===== src/kns_pkg.sv =====
// ----------------------------------------------------------------------------
// kns_pkg: shared constants and types for the 0/1 knapsack solver
// Sizes of the profit row, keep-bit store and result fields, plus the
// command and status bundles between controller and datapath.
// ----------------------------------------------------------------------------
package kns_pkg;

  localparam int MAX_ITEMS    = 32;
  localparam int MAX_CAPACITY = 255;
  localparam int PROFIT_BITS  = 16;

  // profit is taken from the low bits of the 16-bit input field
  localparam int PR_BITS     = (PROFIT_BITS < 16) ? PROFIT_BITS : 16;
  localparam int ROW_DEPTH   = MAX_CAPACITY + 1;
  localparam int CAP_BITS    = (ROW_DEPTH > 1) ? $clog2(ROW_DEPTH) : 1;
  localparam int COUNT_BITS  = $clog2(MAX_ITEMS + 1);
  localparam int IDX_BITS    = (MAX_ITEMS > 1) ? $clog2(MAX_ITEMS) : 1;
  localparam int SUM_BITS    =
    $clog2(longint'(MAX_ITEMS) * ((longint'(1) << PR_BITS) - 1) + 1);
  localparam int VALUE_BITS  = 21;
  localparam int CFG_BITS    = 8;
  localparam int WEIGHT_BITS = 8;

  localparam logic KIND_PROFIT = 1'b0;
  localparam logic KIND_INDEX  = 1'b1;

  typedef struct packed {
    logic load;       // latch input beat, start sweep at top capacity
    logic step;       // issue one capacity of the row update
    logic finish;     // commit item: store weight, bump count
    logic tb_init;    // start traceback at used capacity
    logic tb_ev;      // evaluate one traceback read
    logic emit_prof;  // load profit result, rewind scan pointer
    logic emit_idx;   // load index result, advance scan pointer
    logic scan_next;  // advance scan pointer, nothing emitted
    logic clear;      // drop profit row and item count
  } cmd_t;

  typedef struct packed {
    logic add_ok;     // room for another item
    logic last_q;     // latched item closes the problem
    logic w_zero;     // sweep counter reached capacity zero
    logic pos_zero;   // traceback reached the first item
    logic scan_done;  // scan pointer past the last item
    logic scan_hit;   // item under scan pointer is selected
    logic out_free;   // output register can take a beat
  } sts_t;

endpackage


===== src/kns_ctrl.sv =====
// ----------------------------------------------------------------------------
// kns_ctrl: sequencer for the knapsack solver
// Steps through load, row sweep, traceback and result emission.
// ----------------------------------------------------------------------------
module kns_ctrl (
  input  logic          clk,
  input  logic          rst,
  input  logic          in_valid,
  output logic          in_stall,
  input  kns_pkg::sts_t sts,
  output kns_pkg::cmd_t cmd
);

  localparam logic [3:0] ST_IDLE  = 4'd0;
  localparam logic [3:0] ST_CHECK = 4'd1;
  localparam logic [3:0] ST_UPD   = 4'd2;
  localparam logic [3:0] ST_DRAIN = 4'd3;
  localparam logic [3:0] ST_TBI   = 4'd4;
  localparam logic [3:0] ST_TBRD  = 4'd5;
  localparam logic [3:0] ST_TBEV  = 4'd6;
  localparam logic [3:0] ST_PRD   = 4'd7;
  localparam logic [3:0] ST_POUT  = 4'd8;
  localparam logic [3:0] ST_SCAN  = 4'd9;

  logic [3:0] state;
  logic [3:0] state_next;

  assign in_stall = (state != ST_IDLE);

  always_ff @(posedge clk) begin
    if (rst) begin
      state <= ST_IDLE;
    end else begin
      state <= state_next;
    end
  end

  always_comb begin
    cmd        = '0;
    state_next = state;
    unique case (state)
      ST_IDLE: begin
        if (in_valid) begin
          cmd.load   = 1'b1;
          state_next = ST_CHECK;
        end
      end
      ST_CHECK: begin
        priority if (sts.add_ok) state_next = ST_UPD;
        else if (sts.last_q)     state_next = ST_TBI;
        else                     state_next = ST_IDLE;
      end
      ST_UPD: begin
        cmd.step = 1'b1;
        if (sts.w_zero) state_next = ST_DRAIN;
      end
      ST_DRAIN: begin
        cmd.finish = 1'b1;
        state_next = sts.last_q ? ST_TBI : ST_IDLE;
      end
      ST_TBI: begin
        cmd.tb_init = 1'b1;
        state_next  = ST_TBRD;
      end
      ST_TBRD: begin
        // keep bit and weight are read here, used next cycle
        state_next = sts.pos_zero ? ST_PRD : ST_TBEV;
      end
      ST_TBEV: begin
        cmd.tb_ev  = 1'b1;
        state_next = ST_TBRD;
      end
      ST_PRD: begin
        state_next = ST_POUT;
      end
      ST_POUT: begin
        if (sts.out_free) begin
          cmd.emit_prof = 1'b1;
          state_next    = ST_SCAN;
        end
      end
      ST_SCAN: begin
        priority if (sts.scan_done) begin
          cmd.clear  = 1'b1;
          state_next = ST_IDLE;
        end else if (!sts.scan_hit) begin
          cmd.scan_next = 1'b1;
        end else if (sts.out_free) begin
          cmd.emit_idx = 1'b1;
        end
      end
      default: begin
        state_next = ST_IDLE;
      end
    endcase
  end

endmodule


===== config.mk =====
export PLATFORM = sky130hd
export DESIGN_NAME = kns_ctrl
export DESIGN_NICKNAME = d
export VERILOG_FILES = /design/src/kns_pkg.sv /design/src/kns_ctrl.sv
export SDC_FILE = /design/constraint.sdc
export NUM_CORES = 1
export LEC_CHECK = 0
export BUFFER_PORTS_ARGS = -buffer_cell sky130_fd_sc_hd__buf_2
export CORE_AREA = 2 2 39 41
export CTS_CLUSTER_DIAMETER = 40
export DETAILED_ROUTE_END_ITERATION = 10
export DIE_AREA = 0 0 41 43
export PLACE_DENSITY = 0.55
export REMOVE_ABC_BUFFERS = 1
export SYNTH_ARGS = -nofsm -noshare
export SYNTH_HDL_FRONTEND = slang
export SYNTH_SLANG_ARGS = --single-unit

===== constraint.sdc =====
create_clock -name clk -period 1.05 [get_ports clk]
set_clock_uncertainty 0.05 [all_clocks]
set_input_delay 0.1575 -clock clk [delete_from_list [all_inputs] [get_ports clk]]
set_output_delay 0.1575 -clock clk [all_outputs]
set_load 0.02 [all_outputs]

==> results.cfg <==
[routing]
drc = 0
antenna_left = 0
wl_mm = 1.38
dr_wl_met2_um = 754
viasPerCell = 4.78
route.met3.wl_um = 59
num_vias = 516
wl_met1_um = 570
first_pass_iters = 2
drtIter0Drc = 3
highest_layer = met3
wl_per_cell_um = 12.8

[power_and_ir_drop]
p_int_w = 0.000531
power_switching_w = 0.000277
finalPower_w = 0.000809
ir_worst_vdd_mv = 0.459
seqPwrFrac_pct = 22.3
p_sw_share_pct = 34.3
clkPwrFrac_pct = 23.5
combPwrFrac_pct = 54.2
leakagePower_nw = 0.436
power_density_nw_per_um2 = 880

[finish]
area_growth_pct = 150
drive_above_1_share_pct = 90.2
nFillCells = 112
final_cell_mix = buf_4, buf_6, buf_2
n_antenna_cell = 0
largest_registers = state x4
final_common_cell = buf_4
nNetsFinal = 104
largest_register_ffs = 4
regMostFlops = state

[sta]
hold_viol = 0
worst_pin_slew_ps = 264
drv_slew = 0
max_freq_mhz = 659
relSlewSlack_pct = 81.9
min_period_ps = 1520
worst_slack_ps = -469
finalSetupViolCount = 14
finalSetupTns_ps = -4160
fin_crit_sh_pct = 145
rsz0062_at_grt = true

[clocking]
cts_hold_buf = 0
clk_pin_slew_ps = 40
cts_max_path_buffers = 2
cts_htree_levels = 1
clkSinkCount = 4
cts_tree = yes
numCtsBuffers = 3
cts-root-buf = clkbuf_4
clock_latency_ps = 230

[synth]
avgSynthCellArea_um2 = 7.83
synth_top_cell_area_share_pct = 21.8
synthArstFlopShare_pct = 0
ys_warn_count = 0
ys_top_cells_by_area = dfxtp_1, nor3_1, nand2b_1, and3_1, nor2_1
synth_seq_cells = 4
ys.flop_type = dfxtp_1
yosysUniqueCellTypes = 23
synth_top_area_cell = dfxtp_1
syn_area_um2 = 368
postSynthCellCount = 47
ys_seq_area_share_pct = 21.8
synth_edf_count = 0

[grt]
grt_pass1_vias = 467
grt-ovfl-total = 0
antenna_found_initial = 0
grt_pass1_wl_mm = 1.82
grt_max_degree = 11
track_usage_pct = 15.1

[worst_setup_path]
crit_top_cell = buf_6
crit_arrival_ps = 1310
cp_cell_sequence = and2b_4 > buf_4 > buf_6 > and4b_1 > buf_6
path_max_fanout = 4
cp_slowest_cell = dfxtp_4
r2r_cells = 6
critPathMaxStageDelay_ps = 350
end_kind = primary output
required_ps = 840
crit_type = flip-flop to primary output
startpoint_type = flip-flop

[die]
fp.dieH_um = 43
io_pins = 20
dieArea_um2 = 1760
start_util_pct = 26.6
fp.dieW_um = 41
coreArea_um2 = 1380
num_rows = 14

[place]
dp_slack_ps = -201
io_buffers = 19
dp_hpwl_um = 817
place_congestion = 0.790

[hold_path]
holdPathStages = 2
hold_class = primary input to flip-flop

[run_status]
violations = negative setup slack
outcome = finished with violations

[run]
maxCapViolations = 0
## worst max-delay path, delay by kind of cell (launching register included)
family	cells	cell delay, ps
buffers and inverters	3	370
AND/OR/NAND/NOR	2	350
flip-flops	1	350
## layer usage
layer  vias to the layer above  GRT usage [%]
met5                         -              0
met4                         0           4.00
met3                         0           4.71
met2                        17           24.1
met1                       238           18.6
li1                        261              -
## power by group through the flow
stage | registers, W | logic [W] | clock network [W]
finish | 0.000180 | 0.000438 | 0.000190
global route | 0.000181 | 0.000468 | 0.000212
CTS | 0.000181 | 0.000388 | 0.000196
detailed placement | 0.000175 | 0.000264 | 0
global placement | 0.000173 | 0.000265 | 0
floorplan | 0.000193 | 0.000128 | 0
## through the flow
step	instance area (um^2)	hold WS (ps)	std cells	util (%)
floorplan	339	174	43	-
global placement	559	324	92	40.4
detailed placement	559	322	92	40.4
CTS	786	87.8	103	56.8
global route	918	111	108	66.4
finish	918	99.8	108	66.4
## logic make-up after synthesis
group | synth area share (%)
muxes | 2.72
buffers and inverters | 7.82
DFF | 21.8
and+or+nand+nor | 50.3
AOI/OAI and AO/OA | 17.3
## worst paths after layout
path	slack, ps	end	from
hold / removal	100	state[3]	rst
setup reg to reg	-300	state[0]	state[0]
hold reg to reg	670	state[2]	state[2]
setup / recovery	-470	cmd[0]	state[3]
## Yosys cell counts, types with 2 or more instances
master	n
nor3_1	7
nor2_1	5
dfxtp_1	4
nand2b_1	4
a21oi_1	3
and3_1	3
nand2_1	3
buf_2	2
nor2b_1	2
## area by class of cell
class / count / area (um^2) / share of cell area [%]
flip-flops and latches: 4 / 90.1 / 9.81
clock buffers: 3 / 22.5 / 2.45
well taps: 16 / 20.0 / 2.18
multi-input cells: 39 / 399 / 43.5
repair buffers: 46 / 387 / 42.1
## timing repair
action	CTS	global route
setup buffers	7	5
endpoints found under the setup margin	14	14
pin swaps	5	9
gates resized for setup	40	23
cloned	1	0
No activity file was read; power rests on OpenSTA's default activity.
